==> src/hdl/sqdo_pkg.sv <==
`timescale 1ns / 1ps
// ----------------------------------------------------------------------------
// sqdo_pkg: shared types and constants for the square/diagonal overlay
// Pixel and result transfer types, register indexes, paint kinds and
// geometry widths.
// ----------------------------------------------------------------------------
package sqdo_pkg;

   localparam int MAX_DIM_DEFAULT = 4096;

   localparam int COORD_W = 12;
   localparam int CHAN_W  = 8;
   localparam int CORNER_W = 14;
   localparam int SIDE_W  = 13;
   localparam int THICK_W = 10;
   localparam int COLOR_W = 24;
   localparam int KIND_W  = 2;

   // signed width that holds every intermediate of the geometry tests
   localparam int GEO_W = 18;

   localparam int CSR_INDEX_W = 3;
   localparam int CSR_DATA_W  = 24;

   localparam logic [CSR_INDEX_W-1:0] CSR_CORNER_X    = 3'd0;
   localparam logic [CSR_INDEX_W-1:0] CSR_CORNER_Y    = 3'd1;
   localparam logic [CSR_INDEX_W-1:0] CSR_SIDE_LENGTH = 3'd2;
   localparam logic [CSR_INDEX_W-1:0] CSR_THICKNESS   = 3'd3;
   localparam logic [CSR_INDEX_W-1:0] CSR_FILL_ENABLE = 3'd4;
   localparam logic [CSR_INDEX_W-1:0] CSR_FILL_COLOR  = 3'd5;
   localparam logic [CSR_INDEX_W-1:0] CSR_LINE_COLOR  = 3'd6;

   localparam logic [KIND_W-1:0] KIND_KEEP = 2'd0;
   localparam logic [KIND_W-1:0] KIND_FILL = 2'd1;
   localparam logic [KIND_W-1:0] KIND_LINE = 2'd2;

   typedef struct packed {
      logic [COORD_W-1:0] pixel_x;
      logic [COORD_W-1:0] pixel_y;
      logic [CHAN_W-1:0]  in_red;
      logic [CHAN_W-1:0]  in_green;
      logic [CHAN_W-1:0]  in_blue;
   } req_type;

   typedef struct packed {
      logic [CHAN_W-1:0] out_red;
      logic [CHAN_W-1:0] out_green;
      logic [CHAN_W-1:0] out_blue;
      logic [KIND_W-1:0] paint_kind;
   } rsp_type;

endpackage

==> src/hdl/square_diagonal_overlay.sv <==
`timescale 1ns / 1ps
// ----------------------------------------------------------------------------
// square_diagonal_overlay: per-pixel square outline and diagonal overlay
// Paints each pixel of a stream with the line colour, the fill colour or
// leaves it unchanged, depending on where it falls relative to a square.
// ----------------------------------------------------------------------------
// Usage:
//   req_*  : one pixel per transfer (column, row, colour), valid/stall.
//   rsp_*  : one result per pixel (colour and paint kind), valid/stall.
//   csr_*  : register writes, index 0..6 in the order corner_x, corner_y,
//            side_length, thickness, fill_enable, fill_color, line_color;
//            other indexes are dropped. csr_ready is always high.
//   A pixel taken from req is held in the input register; the geometry
//   tests feed the result register, which drives rsp_valid and rsp_payload,
//   so every result passes through both registers in that order.
//   Throughput is one pixel per cycle, set by the two-register pipeline
//   with no shared unit; a new pixel enters every cycle rsp is not stalled.
//   When the receiver stalls, the result register holds, the input register
//   holds its pixel, and req_stall rises once both are full.
//   Synchronous reset empties both pipeline registers and clears all
//   configuration registers to 0. Write configuration only while idle.
// ----------------------------------------------------------------------------
module square_diagonal_overlay
   import sqdo_pkg::*;
#(
   parameter int MAX_DIM = MAX_DIM_DEFAULT
) (
   input  logic                   clock,
   input  logic                   reset,
   // pixel input
   input  logic                   req_valid,
   output logic                   req_stall,
   input  req_type                req_payload,
   // result output
   output logic                   rsp_valid,
   input  logic                   rsp_stall,
   output rsp_type                rsp_payload,
   // register writes
   input  logic                   csr_valid,
   output logic                   csr_ready,
   input  logic [CSR_INDEX_W-1:0] csr_index,
   input  logic [CSR_DATA_W-1:0]  csr_data
);

   // ------------------------------------------------------------------
   // Configuration registers
   // ------------------------------------------------------------------
   logic [CORNER_W-1:0] corner_x_ff;
   logic [CORNER_W-1:0] corner_y_ff;
   logic [SIDE_W-1:0]   side_length_ff;
   logic [THICK_W-1:0]  thickness_ff;
   logic                fill_enable_ff;
   logic [COLOR_W-1:0]  fill_color_ff;
   logic [COLOR_W-1:0]  line_color_ff;

   assign csr_ready = 1'b1;

   always_ff @(posedge clock) begin
      if (reset) begin
         corner_x_ff    <= '0;
         corner_y_ff    <= '0;
         side_length_ff <= '0;
         thickness_ff   <= '0;
         fill_enable_ff <= 1'b0;
         fill_color_ff  <= '0;
         line_color_ff  <= '0;
      end else if (csr_valid && csr_ready) begin
         case (csr_index)
            CSR_CORNER_X:    corner_x_ff    <= csr_data[CORNER_W-1:0];
            CSR_CORNER_Y:    corner_y_ff    <= csr_data[CORNER_W-1:0];
            CSR_SIDE_LENGTH: side_length_ff <= csr_data[SIDE_W-1:0];
            CSR_THICKNESS:   thickness_ff   <= csr_data[THICK_W-1:0];
            CSR_FILL_ENABLE: fill_enable_ff <= csr_data[0];
            CSR_FILL_COLOR:  fill_color_ff  <= csr_data[COLOR_W-1:0];
            CSR_LINE_COLOR:  line_color_ff  <= csr_data[COLOR_W-1:0];
            default: begin
               // unknown index: drop the write
            end
         endcase
      end
   end

   // ------------------------------------------------------------------
   // Pipeline control: input register (stage 1), result register (stage 2)
   // ------------------------------------------------------------------
   logic    in_valid_ff;
   logic    in_valid_in;
   req_type in_pix_ff;
   logic    out_valid_ff;
   logic    out_valid_in;
   rsp_type out_rsp_ff;
   rsp_type out_rsp_in;
   logic    advance_out;
   logic    req_take;

   // the result register may load when empty or when its result leaves now
   assign advance_out = !out_valid_ff || !rsp_stall;
   // stall the sender only when the input register is full and cannot move
   assign req_stall   = in_valid_ff && !advance_out;
   assign req_take    = req_valid && !req_stall;

   assign in_valid_in  = req_take ? 1'b1 : (advance_out ? 1'b0 : in_valid_ff);
   assign out_valid_in = advance_out ? in_valid_ff : out_valid_ff;

   always_ff @(posedge clock) begin
      if (reset) begin
         in_valid_ff  <= 1'b0;
         out_valid_ff <= 1'b0;
      end else begin
         in_valid_ff  <= in_valid_in;
         out_valid_ff <= out_valid_in;
      end
   end

   always_ff @(posedge clock) begin
      if (req_take) begin
         in_pix_ff <= req_payload;
      end
      if (advance_out) begin
         out_rsp_ff <= out_rsp_in;
      end
   end

   assign rsp_valid   = out_valid_ff;
   assign rsp_payload = out_rsp_ff;

   // ------------------------------------------------------------------
   // Geometry, all in one signed width wide enough for every sum
   // ------------------------------------------------------------------
   localparam logic signed [GEO_W-1:0] ONE  = GEO_W'(1);
   localparam logic signed [GEO_W-1:0] ZERO = '0;

   logic signed [GEO_W-1:0] px_s;
   logic signed [GEO_W-1:0] py_s;
   logic signed [GEO_W-1:0] cx_s;
   logic signed [GEO_W-1:0] cy_s;
   logic signed [GEO_W-1:0] s_s;
   logic signed [GEO_W-1:0] t_s;
   logic signed [GEO_W-1:0] neg_t;
   logic signed [GEO_W-1:0] dx;
   logic signed [GEO_W-1:0] dy;
   logic signed [GEO_W-1:0] d1;
   logic signed [GEO_W-1:0] d2;
   logic signed [GEO_W-1:0] s_m1_dy;   // s - 1 - dy
   logic signed [GEO_W-1:0] s_m1_dx;   // s - 1 - dx
   logic signed [GEO_W-1:0] s_t_m1;    // s + t - 1
   logic signed [GEO_W-1:0] s_m_dx;    // s - dx

   assign px_s  = $signed({{(GEO_W-COORD_W){1'b0}}, in_pix_ff.pixel_x});
   assign py_s  = $signed({{(GEO_W-COORD_W){1'b0}}, in_pix_ff.pixel_y});
   assign cx_s  = $signed({{(GEO_W-CORNER_W){corner_x_ff[CORNER_W-1]}}, corner_x_ff});
   assign cy_s  = $signed({{(GEO_W-CORNER_W){corner_y_ff[CORNER_W-1]}}, corner_y_ff});
   assign s_s   = $signed({{(GEO_W-SIDE_W){1'b0}}, side_length_ff});
   assign t_s   = $signed({{(GEO_W-THICK_W){1'b0}}, thickness_ff});
   assign neg_t = ZERO - t_s;

   assign dx      = px_s - cx_s;
   assign dy      = cy_s - py_s;
   assign s_m1_dy = s_s - ONE - dy;
   assign s_m1_dx = s_s - ONE - dx;
   assign s_t_m1  = s_s + t_s - ONE;
   assign s_m_dx  = s_s - dx;
   assign d1      = dx - dy;
   assign d2      = dx - s_m1_dy;

   logic in_image;
   logic on_diag;
   logic on_top;
   logic on_bottom;
   logic on_left;
   logic on_right;
   logic on_line;
   logic in_square;

   assign in_image = (32'(in_pix_ff.pixel_x) < 32'(MAX_DIM))
                  && (32'(in_pix_ff.pixel_y) < 32'(MAX_DIM));

   // diagonals: rows 0..s, closer than t to either diagonal
   assign on_diag = (dy >= ZERO) && (dy <= s_s)
                 && (((d1 > neg_t) && (d1 < t_s)) || ((d2 > neg_t) && (d2 < t_s)));
   // border band, t pixels outside each edge, mitred at the corners
   assign on_top    = (dy >= neg_t) && (dy <= -ONE) && (dx >= dy) && (dx <= s_m1_dy);
   assign on_bottom = (dy >= s_s) && (dy <= s_t_m1) && (dx >= s_m1_dy) && (dx <= dy);
   assign on_left   = (dx >= neg_t) && (dx <= -ONE) && (dy >= dx + ONE) && (dy <= s_m1_dx);
   assign on_right  = (dx >= s_s) && (dx <= s_t_m1) && (dy >= s_m_dx) && (dy <= dx);

   // zero thickness draws no lines at all
   assign on_line   = (thickness_ff != '0)
                   && (on_diag || on_top || on_bottom || on_left || on_right);
   assign in_square = (dx >= ZERO) && (dx < s_s) && (dy >= ZERO) && (dy < s_s);

   // line colour wins over fill; pixels outside the image keep their colour
   always_comb begin
      out_rsp_in.out_red    = in_pix_ff.in_red;
      out_rsp_in.out_green  = in_pix_ff.in_green;
      out_rsp_in.out_blue   = in_pix_ff.in_blue;
      out_rsp_in.paint_kind = KIND_KEEP;
      if (in_image && on_line) begin
         out_rsp_in.out_red    = line_color_ff[23:16];
         out_rsp_in.out_green  = line_color_ff[15:8];
         out_rsp_in.out_blue   = line_color_ff[7:0];
         out_rsp_in.paint_kind = KIND_LINE;
      end else if (in_image && fill_enable_ff && in_square) begin
         out_rsp_in.out_red    = fill_color_ff[23:16];
         out_rsp_in.out_green  = fill_color_ff[15:8];
         out_rsp_in.out_blue   = fill_color_ff[7:0];
         out_rsp_in.paint_kind = KIND_FILL;
      end
   end

`ifndef SYNTHESIS
   // an accepted pixel always lands in the input register
   a_take_loads: assert property (@(posedge clock) disable iff (reset)
      req_take |=> in_valid_ff)
      else $error("accepted pixel did not reach the input register");

   // stalling the sender means both registers are full and the output is held
   a_stall_full: assert property (@(posedge clock) disable iff (reset)
      req_stall |-> (in_valid_ff && out_valid_ff && rsp_stall))
      else $error("req_stall raised with room in the pipeline");

   // a pending pixel moves on to the result register when the output is free
   a_advance: assert property (@(posedge clock) disable iff (reset)
      (in_valid_ff && !rsp_stall) |=> rsp_valid)
      else $error("pending pixel did not advance to the result register");

   // only the three defined paint kinds leave the block
   a_kind_code: assert property (@(posedge clock) disable iff (reset)
      rsp_valid |-> ((rsp_payload.paint_kind == KIND_KEEP) ||
                     (rsp_payload.paint_kind == KIND_FILL) ||
                     (rsp_payload.paint_kind == KIND_LINE)))
      else $error("invalid paint kind on result");
`endif

endmodule
==> config.mk <==
export PLATFORM = sky130hd
export DESIGN_NAME = square_diagonal_overlay
export DESIGN_NICKNAME = d
export VERILOG_FILES = /design/src/hdl/sqdo_pkg.sv /design/src/hdl/square_diagonal_overlay.sv
export SDC_FILE = /design/constraint.sdc
export NUM_CORES = 1
export LEC_CHECK = 0
export ABC_AREA = 1
export BUFFER_PORTS_ARGS = -buffer_cell sky130_fd_sc_hd__buf_4
export CORE_ASPECT_RATIO = 2
export CORE_MARGIN = 2
export CORE_UTILIZATION = 55
export CTS_CLUSTER_DIAMETER = 30
export DETAILED_ROUTE_END_ITERATION = 8
export PLACE_DENSITY = 0.82
export REMOVE_ABC_BUFFERS = 1
export SYNTH_ARGS = -nofsm -noshare
export SYNTH_HDL_FRONTEND = slang
export SYNTH_SLANG_ARGS = --single-unit
==> constraint.sdc <==
create_clock -name clock -period 19.6 [get_ports clock]
set_input_delay 0.98 -clock clock [delete_from_list [all_inputs] [get_ports clock]]
set_output_delay 0.98 -clock clock [all_outputs]
set_load 0.005 [all_outputs]
**Word-level counts from Yosys, hierarchy flattened**

Index checks and enable logic that the tools add are counted.

- Add/subtract/negate cells: 12
- Order comparisons: 25
- Equality and inequality tests: 6
- Mux-type cells: 4
- Reduce and logical (&&, ||, !) cells: 43

Operator list:

| operator | number |
|---|---|
| $le 15x15->1 | 4 |
| $mux 26 | 2 |
| $ge 15x16->1 | 3 |
| $sub 14x15->16 | 3 |
| $le 15x16->1 | 2 |
| $ge 15x1->1 const B | 2 |
| $ge 15x11->1 | 2 |
| $ge 15x14->1 | 2 |
| $le 15x1->1 const B | 2 |
| $lt 15x14->1 | 2 |
| $logic_and 1x1->1 | 23 |
| $gt 17x11->1 | 1 |
| $lt 17x11->1 | 1 |
| $sub 15x16->17 | 1 |
| $add 15x2->16 const B | 1 |
| $gt 16x11->1 | 1 |
| $lt 16x11->1 | 1 |
| $sub 15x15->16 | 1 |
| $ge 15x15->1 | 1 |
| $le 15x14->1 | 1 |
| $sub 13x14->15 | 1 |
| $sub 14x1->15 const B | 1 |
| $sub 14x13->15 | 1 |
| $add 13x10->14 | 1 |
| other kinds (12) | 30 |

- Bits in registers: 176
- Bits of input ports: 80
- Output and inout bits: 29

**Logic depth before layout (Yosys ltp)**

Gate-level depths: netlist of run 1.

- Depth in word-level cells: 13
- Depth in mapped cells: 46

**Worst setup path before layout of run 1**

OpenSTA, ideal clock, no wires.

- Path type: reg-to-reg
- From: register in_pix_ff[24] (netlist bit)
- To: register out_rsp_ff (netlist bit rsp_payload[10]) (data pin)
- Setup time: 252 ps
- Data arrival time: 6086 ps
- Setup slack: 13262 ps
- Stages on the path, launching flop included: 44
- Buffers on the path: 1
- Cell sequence: edfxtp_1 > ha_1 > fa_1 > xnor2_1 > inv_1 > ha_1 > nand3_1 > nand2_1 > a21oi_1 > o21ai_0 > a21oi_1 > o21bai_1 > nand2_1 > nand2_1 > nand2_1 > o21ai_0 > nand3_1 > nand2_1 > (+8 left out) > inv_1 > ha_1 > inv_1 > nor3_1 > inv_1 > a21oi_1 > a2111oi_0 > o211ai_1 > nand2_1 > o21ai_0 > a21o_1 > nand2_1 > nand2_2 > nand3_4 > nand2_4 > buf_12 > nand2_2 > nand2_2

RTL lines:

| item | line | RTL |
|---|---|---|
| from (decl) | square_diagonal_overlay.sv:88 | `req_type in_pix_ff;` |
| from (signal assigned) | square_diagonal_overlay.sv:117 | `in_pix_ff <= req_payload;` |
| to (signal assigned) | square_diagonal_overlay.sv:120 | `out_rsp_ff <= out_rsp_in;` |
| to (decl) | square_diagonal_overlay.sv:91 | `rsp_type out_rsp_ff;` |

**Final worst setup path of run 1**

- From: register in_pix_ff[24] (netlist bit)
- To: register out_rsp_ff (netlist bit rsp_payload[1]) (data pin)

- Cells in the longest elaborated chain, start to end: 12
- Elaborated cells on any way between the ends: 42
- Classes of those cells: 4 x add/sub; 18 x order compare; 20 x reduce/logical

Ends and longest elaborated chain:

| item | line | RTL |
|---|---|---|
| $sub 14x13->15 (*) | square_diagonal_overlay.sv:158 | `assign dy = cy_s - py_s;` |
| $sub 14x15->16 | square_diagonal_overlay.sv:159 | `assign s_m1_dy = s_s - ONE - dy;` |
| $sub 15x16->17 | square_diagonal_overlay.sv:164 | `assign d2 = dx - s_m1_dy;` |
| $gt 17x11->1 or $lt 17x11->1 (tied branches) | square_diagonal_overlay.sv:180 | `&& (((d1 > neg_t) && (d1 < t_s)) \|\| ((d2 > neg_t) && (d2 < t_s)));` |
| $logic_and 1x1->1 | square_diagonal_overlay.sv:180 |  |
| $logic_or 1x1->1 | square_diagonal_overlay.sv:180 |  |
| $logic_and 1x1->1 | square_diagonal_overlay.sv:180 |  |
| $logic_or 1x1->1 (3 in series) | square_diagonal_overlay.sv:189 | `&& (on_diag \|\| on_top \|\| on_bottom \|\| on_left \|\| on_right);` |
| $logic_or 1x1->1 (*) | square_diagonal_overlay.sv:189 |  |
| $logic_and 1x1->1 (*) | square_diagonal_overlay.sv:189 |  |
| net on_line | square_diagonal_overlay.sv:172 | `logic on_line;` |

The timed path passes the listed nets; every way through them passes the cells marked *.
A chain may end at the register's enable or synchronous reset.

==> run_summary.xml, run 1 <==
<?xml version="1.0" encoding="UTF-8"?>
<metrics>
  <group name="outcome">
    <metric name="outcome" unit="">finished, final reports clean</metric>
  </group>
  <group name="route">
    <metric name="remaining_drc_errors" unit="">0</metric>
    <metric name="drt_pre_antenna_iters" unit="">5</metric>
    <metric name="routedWlPerCell" unit="um">17.4</metric>
    <metric name="maxUsedRoutingLayer" unit="">met4</metric>
    <metric name="routed_via_density" unit="">5.64</metric>
    <metric name="route.final.wire_length" unit="mm">50.4</metric>
    <metric name="antenna_left" unit="">0</metric>
    <metric name="wl_met3" unit="mm">3.42</metric>
    <metric name="route.layer.met1.wl" unit="mm">20.8</metric>
    <metric name="num_vias" unit="">16300</metric>
    <metric name="met2_layer_wire_length_in_the_routed_design" unit="mm">23.5</metric>
    <metric name="dr.first_iter.drc_count" unit="">1306</metric>
  </group>
  <group name="critical_path">
    <metric name="critPathMaxFanout" unit="">25</metric>
    <metric name="setup.worst_path.start_class" unit="">register</metric>
    <metric name="timing.critical_path.to_type" unit="">register</metric>
    <metric name="critical-path-top-cell-by-count" unit="">nand2_1</metric>
    <metric name="timing.critical_path.arrival" unit="ns">7.70</metric>
    <metric name="r2r_start" unit="">in_pix_ff[24]</metric>
    <metric name="critical-path-max-stage-delay" unit="ns">0.48</metric>
    <metric name="worstPathRequired" unit="ns">19.77</metric>
    <metric name="crit_slowest_cell" unit="">nand2_4</metric>
    <metric name="worstSetupStartpoint" unit="">in_pix_ff[24]</metric>
    <metric name="timing.setup.critical_path_class" unit="">reg -&gt; reg</metric>
  </group>
  <group name="global_route">
    <metric name="antenna_found_initial" unit="">1</metric>
    <metric name="global_route_wire_length_before_repair" unit="mm">79.1</metric>
    <metric name="grt_util_all_layers" unit="">0.307</metric>
    <metric name="grt_overflow_total" unit="">0</metric>
    <metric name="grt_start_max_net_pins" unit="">103</metric>
    <metric name="grt_pass1_vias" unit="">15600</metric>
  </group>
  <group name="sta">
    <metric name="hold_viol" unit="">0</metric>
    <metric name="fin_crit" unit="ns">7.53</metric>
    <metric name="setup-tns-final" unit="ns">0</metric>
    <metric name="clock_skew" unit="ns">0.0172</metric>
    <metric name="rsz0062_at_grt" unit="">no</metric>
    <metric name="worst_slew_pin_slew" unit="ns">1.17</metric>
    <metric name="setup_viol" unit="">0</metric>
    <metric name="maxSlewViolCount" unit="">0</metric>
    <metric name="fmax" unit="MHz">133</metric>
    <metric name="final_min_period_over_clock_period" unit="">0.384</metric>
    <metric name="timing.slew.headroom" unit="">0.219</metric>
  </group>
  <group name="clock_tree">
    <metric name="clkLatencyLatePin" unit="ns">0.45</metric>
    <metric name="root_buffer" unit="">clkbuf_16</metric>
    <metric name="hold_buffers" unit="">0</metric>
    <metric name="post_cts_resized" unit="">0</metric>
    <metric name="numCtsBuffers" unit="">17</metric>
    <metric name="ctsHtreeMaxLevel" unit="">4</metric>
    <metric name="numClockSinks" unit="">176</metric>
    <metric name="max-clock-path-buffers" unit="">2</metric>
    <metric name="tritoncts_clock_tree" unit="">built</metric>
    <metric name="total_setup_buffers_inserted_after_cts" unit="">0</metric>
    <metric name="clock_transition_at_the_registers_of_the_reported_paths" unit="ns">0.07</metric>
  </group>
  <group name="pwr">
    <metric name="power-per-cell-area" unit="nW/um^2">104</metric>
    <metric name="power_switching" unit="mW">0.924</metric>
    <metric name="power_leakage" unit="nW">9.28</metric>
    <metric name="power.total" unit="mW">1.98</metric>
    <metric name="seqPwrFrac" unit="">0.215</metric>
    <metric name="combPwrFrac" unit="">0.617</metric>
    <metric name="switching_share" unit="">0.466</metric>
    <metric name="power_frac_clock" unit="">0.169</metric>
    <metric name="internal_power" unit="mW">1.06</metric>
    <metric name="vdd.ir_drop.worst" unit="mV">0.0676</metric>
  </group>
  <group name="synth">
    <metric name="synth_area_leaders" unit="">ha_1, edfxtp_1, dfxtp_1</metric>
    <metric name="yosys.area.top_type" unit="">ha_1</metric>
    <metric name="synth.cell_area" unit="um^2">17300</metric>
    <metric name="async_reset_ff_frac" unit="">0</metric>
    <metric name="synthesis.area_per_instance" unit="um^2">7.36</metric>
    <metric name="cells_after_synth" unit="">2355</metric>
    <metric name="synth_cell_types" unit="">57</metric>
    <metric name="ys.warnings.count" unit="">0</metric>
    <metric name="synth_largest_type_area_fraction" unit="">0.204</metric>
    <metric name="yosys_most_used_dff" unit="">dfxtp_1</metric>
    <metric name="sequential_area_share_after_synthesis" unit="">0.246</metric>
    <metric name="synth_register_bits" unit="">176</metric>
    <metric name="post_synth_edffs" unit="">74</metric>
  </group>
  <group name="worst_hold_path">
    <metric name="worstHoldStart" unit="">fill_color_ff[23]</metric>
    <metric name="hp-class" unit="">reg -&gt; reg</metric>
  </group>
  <group name="cells_and_area">
    <metric name="area.growth.synth_to_final" unit="%">10.3</metric>
    <metric name="register_area" unit="um^2">4260</metric>
    <metric name="multi_input_comb_area" unit="um^2">11600</metric>
    <metric name="layout.nets" unit="">2823</metric>
    <metric name="drive_gt1_frac" unit="">0.114</metric>
    <metric name="final_core_util" unit="">0.611</metric>
    <metric name="fillerInstances" unit="">2887</metric>
  </group>
  <group name="place">
    <metric name="buffer_ports.inserted" unit="">107</metric>
    <metric name="dp_hpwl" unit="mm">39.3</metric>
    <metric name="gp_congestion" unit="">1.00</metric>
  </group>
  <group name="floorplanning">
    <metric name="starting_utilization_of_the_core_area" unit="">0.554</metric>
    <metric name="die_height" unit="um">255</metric>
    <metric name="core_region_area" unit="um^2">31300</metric>
    <metric name="die_span_x" unit="um">130</metric>
    <metric name="num_io_pins" unit="">109</metric>
    <metric name="num_rows" unit="">92</metric>
    <metric name="design.die.area" unit="um^2">33000</metric>
  </group>
  <group name="run">
    <metric name="maxCapViolations" unit="">0</metric>
  </group>
</metrics>
-- layer usage --
metal  vias to the layer above  global-route usage
met1                      7455               0.376
met2                       575               0.513
li1                       8137                   -
met5                         -                   0
met4                         0               0.154
met3                       143              0.0546
-- logic make-up after synthesis --
logic type               synth area share
buffers and inverters              0.0839
flip-flops                          0.246
AND/OR/NAND/NOR                     0.269
AO/OA/AOI/OAI                       0.133
other                            0.000216
XOR/XNOR                           0.0552
adder cells (fa/ha/maj)             0.213
-- synth_stat cells (all sizes together) (2+ instances only) --
master and instances:
nand4 43, dfxtp 102, a211oi 70, xor2 71, nor4 5, o221ai 5
nor3 30, inv 325, a21o 6, or2 3, o21a 5, a221oi 3
fa 8, a22oi 2, xnor2 36, clkbuf 30, a21boi 3, nor3b 3
edfxtp 74, nor2 189, o21bai 12, o211ai 8, nand3 159, clkinv 3
a21oi 184, nand3b 4, a31oi 11, o21ai 75, buf 10, ha 282
nand2 587
-- layout by cell type (no fill, tap or decap), types with 7 or more instances in the layout --
cell type    n
nand2_1    501
inv_1      313
ha_1       282
a21oi_1    180
nor2_1     177
nand3_1    148
buf_4      120
dfxtp_1    102
edfxtp_1    74
nand2_2     71
o21ai_0     70
xor2_1      70
a211oi_1    70
nand4_1     43
xnor2_1     36
nor3_1      28
clkbuf_16   17
nand2_4     15
o21bai_1    12
inv_2       10
a31oi_1     10
nand3_2      9
o211ai_1     8
fa_1         8
nor2_4       7
-- area by class of cell --
class / count / share of cell area
Multi-Input combinational cell: 1810 / 0.608
Antenna cell: 1 / 0.000131
Clock buffer: 20 / 0.0228
Tap cell: 423 / 0.0277
Clock inverter: 12 / 0.00674
Timing Repair Buffer: 120 / 0.0471
Sequential cell: 176 / 0.223
Inverter: 328 / 0.0647
-- per-stage QoR --
step	setup slack, ns	hold WS [ns]	instance area [um^2]	std cells
5_1_grt	11.42	0.477	19100	2889
3_5_place_dp	12.17	0.448	18600	2857
4_1_cts	12.14	0.461	19100	2889
6_report	12.07	0.461	19100	2890
3_3_place_gp	12.47	0.446	18600	2857
2_1_floorplan	13.07	0.430	17100	2314
-- worst max-delay path, delay by kind of cell, from the launching register on --
family	cells	cell delay [ns]
fa+ha+maj	5	1.51
flops	1	0.38
buf+inv	7	0.71
xor+xnor	2	0.38
compound gates	8	1.30
simple gates	21	2.94
-- registers in the layout, indices dropped and copies added, names as in the netlist --
signal,cells
rsp_valid,1
rsp_payload,26
in_valid_ff,1
line_color_ff,24
fill_color_ff,24
thickness_ff,10
corner_x_ff,14
fill_enable_ff,1
corner_y_ff,14
in_pix_ff,48
side_length_ff,13
-- path summary, 6_finish.rpt --
check / end / slack, ns / depth (start not counted)
hold / removal: fill_color_ff[23] / 0.46 / 2
setup / recovery: rsp_payload[1] / 12.07 / 43
hold reg to reg: fill_color_ff[23] / 0.46 / 2
setup reg to reg: rsp_payload[1] / 12.07 / 43
-- power by group through the flow --
stage / Combinational (mW) / Sequential, mW / Clock [mW]
after floorplan: 0.889 / 0.431 / 0
after global placement: 1.16 / 0.433 / 0
after detailed placement: 1.19 / 0.433 / 0
after CTS: 1.20 / 0.425 / 0.336
after global routing: 1.38 / 0.427 / 0.348
final: 1.22 / 0.425 / 0.334
No activity file was read; power rests on OpenSTA's default activity.
==> inputs of run 2 (changes only) <==
==> constraint.sdc (replaced) <==
create_clock -name clock -period 7.7 [get_ports clock]
set_input_delay 0.385 -clock clock [delete_from_list [all_inputs] [get_ports clock]]
set_output_delay 0.385 -clock clock [all_outputs]
set_load 0.005 [all_outputs]
==> run 2 against run 1 <==
Register-to-register slack got worse by 11 ns; die area unchanged; critical path depth is the same; sequential share of layout area hardly changed; fmax rose by 7.2%; wire length increased by 1.7%; sequential cell count stayed put; utilization is 0.096 points higher; global-route usage is 0.57 points higher; cell area increased by 0.16%.
==> run_summary.xml, run 2 (same netlist as run 1, synthesis figures left out) <==
<?xml version="1.0" encoding="UTF-8"?>
<metrics>
  <group name="critical_path">
    <metric name="timing.critical_path.to_type" unit="">register</metric>
    <metric name="critPathMaxFanout" unit="">25</metric>
    <metric name="worstPathRequired" unit="ns">7.88</metric>
    <metric name="cp_num_buf_inv" unit="">5</metric>
    <metric name="crit_slowest_cell" unit="">fa_1</metric>
    <metric name="r2r_start" unit="">in_pix_ff[24]</metric>
    <metric name="critical-path-top-cell-by-count" unit="">nand2_1</metric>
    <metric name="setup.worst_path.start_class" unit="">register</metric>
    <metric name="critical-path-max-stage-delay" unit="ns">0.43</metric>
    <metric name="worstSetupStartpoint" unit="">in_pix_ff[24]</metric>
    <metric name="cell_family_contributing_the_most_delay_on_the_critical_path" unit="">simple AND/OR/NAND/NOR gates</metric>
    <metric name="timing.critical_path.arrival" unit="ns">7.21</metric>
    <metric name="timing.setup.critical_path_class" unit="">reg -&gt; reg</metric>
  </group>
  <group name="clock_tree">
    <metric name="root_buffer" unit="">clkbuf_16</metric>
    <metric name="post_cts_resized" unit="">0</metric>
    <metric name="numClockSinks" unit="">176</metric>
    <metric name="clkLatencyLatePin" unit="ns">0.43</metric>
    <metric name="total_setup_buffers_inserted_after_cts" unit="">0</metric>
    <metric name="ctsHtreeMaxLevel" unit="">4</metric>
    <metric name="max-clock-path-buffers" unit="">2</metric>
    <metric name="tritoncts_clock_tree" unit="">built</metric>
    <metric name="clock_transition_at_the_registers_of_the_reported_paths" unit="ns">0.08</metric>
    <metric name="hold_buffers" unit="">0</metric>
    <metric name="numCtsBuffers" unit="">17</metric>
  </group>
  <group name="route">
    <metric name="route.final.wire_length" unit="mm">51.2</metric>
    <metric name="remaining_drc_errors" unit="">0</metric>
    <metric name="drt_pre_antenna_iters" unit="">6</metric>
    <metric name="routedWlPerCell" unit="um">17.7</metric>
    <metric name="antenna_left" unit="">0</metric>
    <metric name="routed_via_density" unit="">5.67</metric>
    <metric name="dr.first_iter.drc_count" unit="">1488</metric>
    <metric name="num_vias" unit="">16400</metric>
  </group>
  <group name="sta">
    <metric name="maxSlewViolCount" unit="">0</metric>
    <metric name="fin_crit" unit="ns">7.02</metric>
    <metric name="worst_slew_pin_slew" unit="ns">1.18</metric>
    <metric name="final_min_period_over_clock_period" unit="">0.912</metric>
    <metric name="rsz0062_at_grt" unit="">no</metric>
    <metric name="timing.slew.headroom" unit="">0.212</metric>
    <metric name="setup-tns-final" unit="ns">0</metric>
    <metric name="hold_viol" unit="">0</metric>
    <metric name="fmax" unit="MHz">142</metric>
    <metric name="setup_viol" unit="">0</metric>
    <metric name="fin_worst_hold_slack" unit="ns">0.124</metric>
    <metric name="clock_skew" unit="ns">0.0116</metric>
  </group>
  <group name="cells_and_area">
    <metric name="layout.nets" unit="">2824</metric>
    <metric name="area.growth.synth_to_final" unit="%">10.5</metric>
    <metric name="highest_count_cells_in_the_layout_ignoring_fill_and_taps" unit="">nand2_1, inv_1, ha_1</metric>
    <metric name="largest_register_ffs" unit="">48</metric>
    <metric name="most_common_library_cell_in_the_layout_ignoring_fill_and_taps" unit="">nand2_1</metric>
    <metric name="drive_gt1_frac" unit="">0.116</metric>
    <metric name="antenna-diode-count" unit="">0</metric>
    <metric name="largest_register" unit="">in_pix_ff</metric>
  </group>
  <group name="global_route">
    <metric name="grtUsageMet2" unit="">0.520</metric>
    <metric name="use_met1" unit="">0.401</metric>
    <metric name="antenna_found_initial" unit="">0</metric>
    <metric name="global_route_hottest_layer" unit="">met2</metric>
    <metric name="grt_util_met3" unit="">0.0408</metric>
    <metric name="grt_util_all_layers" unit="">0.312</metric>
    <metric name="grt_start_max_net_pins" unit="">103</metric>
    <metric name="grt_pass1_vias" unit="">15500</metric>
    <metric name="global_route_wire_length_before_repair" unit="mm">80.6</metric>
    <metric name="grt_overflow_total" unit="">0</metric>
  </group>
  <group name="floorplanning">
    <metric name="die_span_x" unit="um">130</metric>
    <metric name="design.die.area" unit="um^2">33000</metric>
    <metric name="die_height" unit="um">255</metric>
    <metric name="num_rows" unit="">92</metric>
    <metric name="starting_utilization_of_the_core_area" unit="">0.554</metric>
    <metric name="core_region_area" unit="um^2">31300</metric>
    <metric name="num_io_pins" unit="">109</metric>
  </group>
  <group name="pwr">
    <metric name="power-per-cell-area" unit="nW/um^2">265</metric>
    <metric name="power_leakage" unit="nW">9.29</metric>
    <metric name="power.total" unit="mW">5.08</metric>
    <metric name="vdd.ir_drop.worst" unit="mV">0.246</metric>
  </group>
  <group name="place">
    <metric name="dp_hpwl" unit="mm">40.2</metric>
    <metric name="gp_congestion" unit="">1.02</metric>
    <metric name="buffer_ports.inserted" unit="">107</metric>
  </group>
  <group name="worst_hold_path">
    <metric name="hp-class" unit="">in -&gt; reg</metric>
    <metric name="worstHoldStart" unit="">req_payload[30]</metric>
  </group>
  <group name="outcome">
    <metric name="outcome" unit="">finished, final reports clean</metric>
  </group>
  <group name="run">
    <metric name="maxCapViolations" unit="">0</metric>
  </group>
</metrics>
==> run 2: per-stage QoR <==
| stage | worst slack, ns | cell area, um^2 | cells | utilization |
|---|---|---|---|---|
| after detailed placement | 0.492 | 18600 | 2858 | 0.593 |
| after floorplan | 1.17 | 17100 | 2314 | - |
| after global placement | 0.682 | 18600 | 2858 | 0.593 |
| after global routing | 0.00418 | 19200 | 2890 | 0.612 |
| final | 0.676 | 19200 | 2890 | 0.612 |
| after CTS | 0.480 | 19100 | 2890 | 0.611 |
==> run 2: layer usage <==
| layer | vias up | wire length (um) |
|---|---|---|
| met2 | 716 | 24000 |
| met3 | 141 | 3530 |
| met4 | 0 | 2450 |
| met1 | 7406 | 21300 |
| met5 | - | 0 |
| li1 | 8121 | - |
==> run 2: final cells by class <==
class | count | area [um^2]
clock inverter | 15 | 133
multi-input combinational | 1810 | 11700
inverter | 328 | 1240
timing repair buffer | 121 | 912
sequential | 176 | 4260
clock buffer | 17 | 425
fill | 2837 | 12200
tap | 423 | 529
==> run 2: report_power, final <==
part	switching, mW	internal [mW]
clock	0.402	0.425
combinational	1.97	1.20
sequential	0.0296	1.05
==> run 2: final timing paths <==
| check | end | slack (ns) | depth (start not counted) |
|---|---|---|---|
| max | rsp_payload[25] | 0.68 | 43 |
| min | in_pix_ff[30] | 0.12 | 1 |
| max reg2reg | rsp_payload[25] | 0.68 | 43 |
| min reg2reg | rsp_valid | 0.46 | 2 |
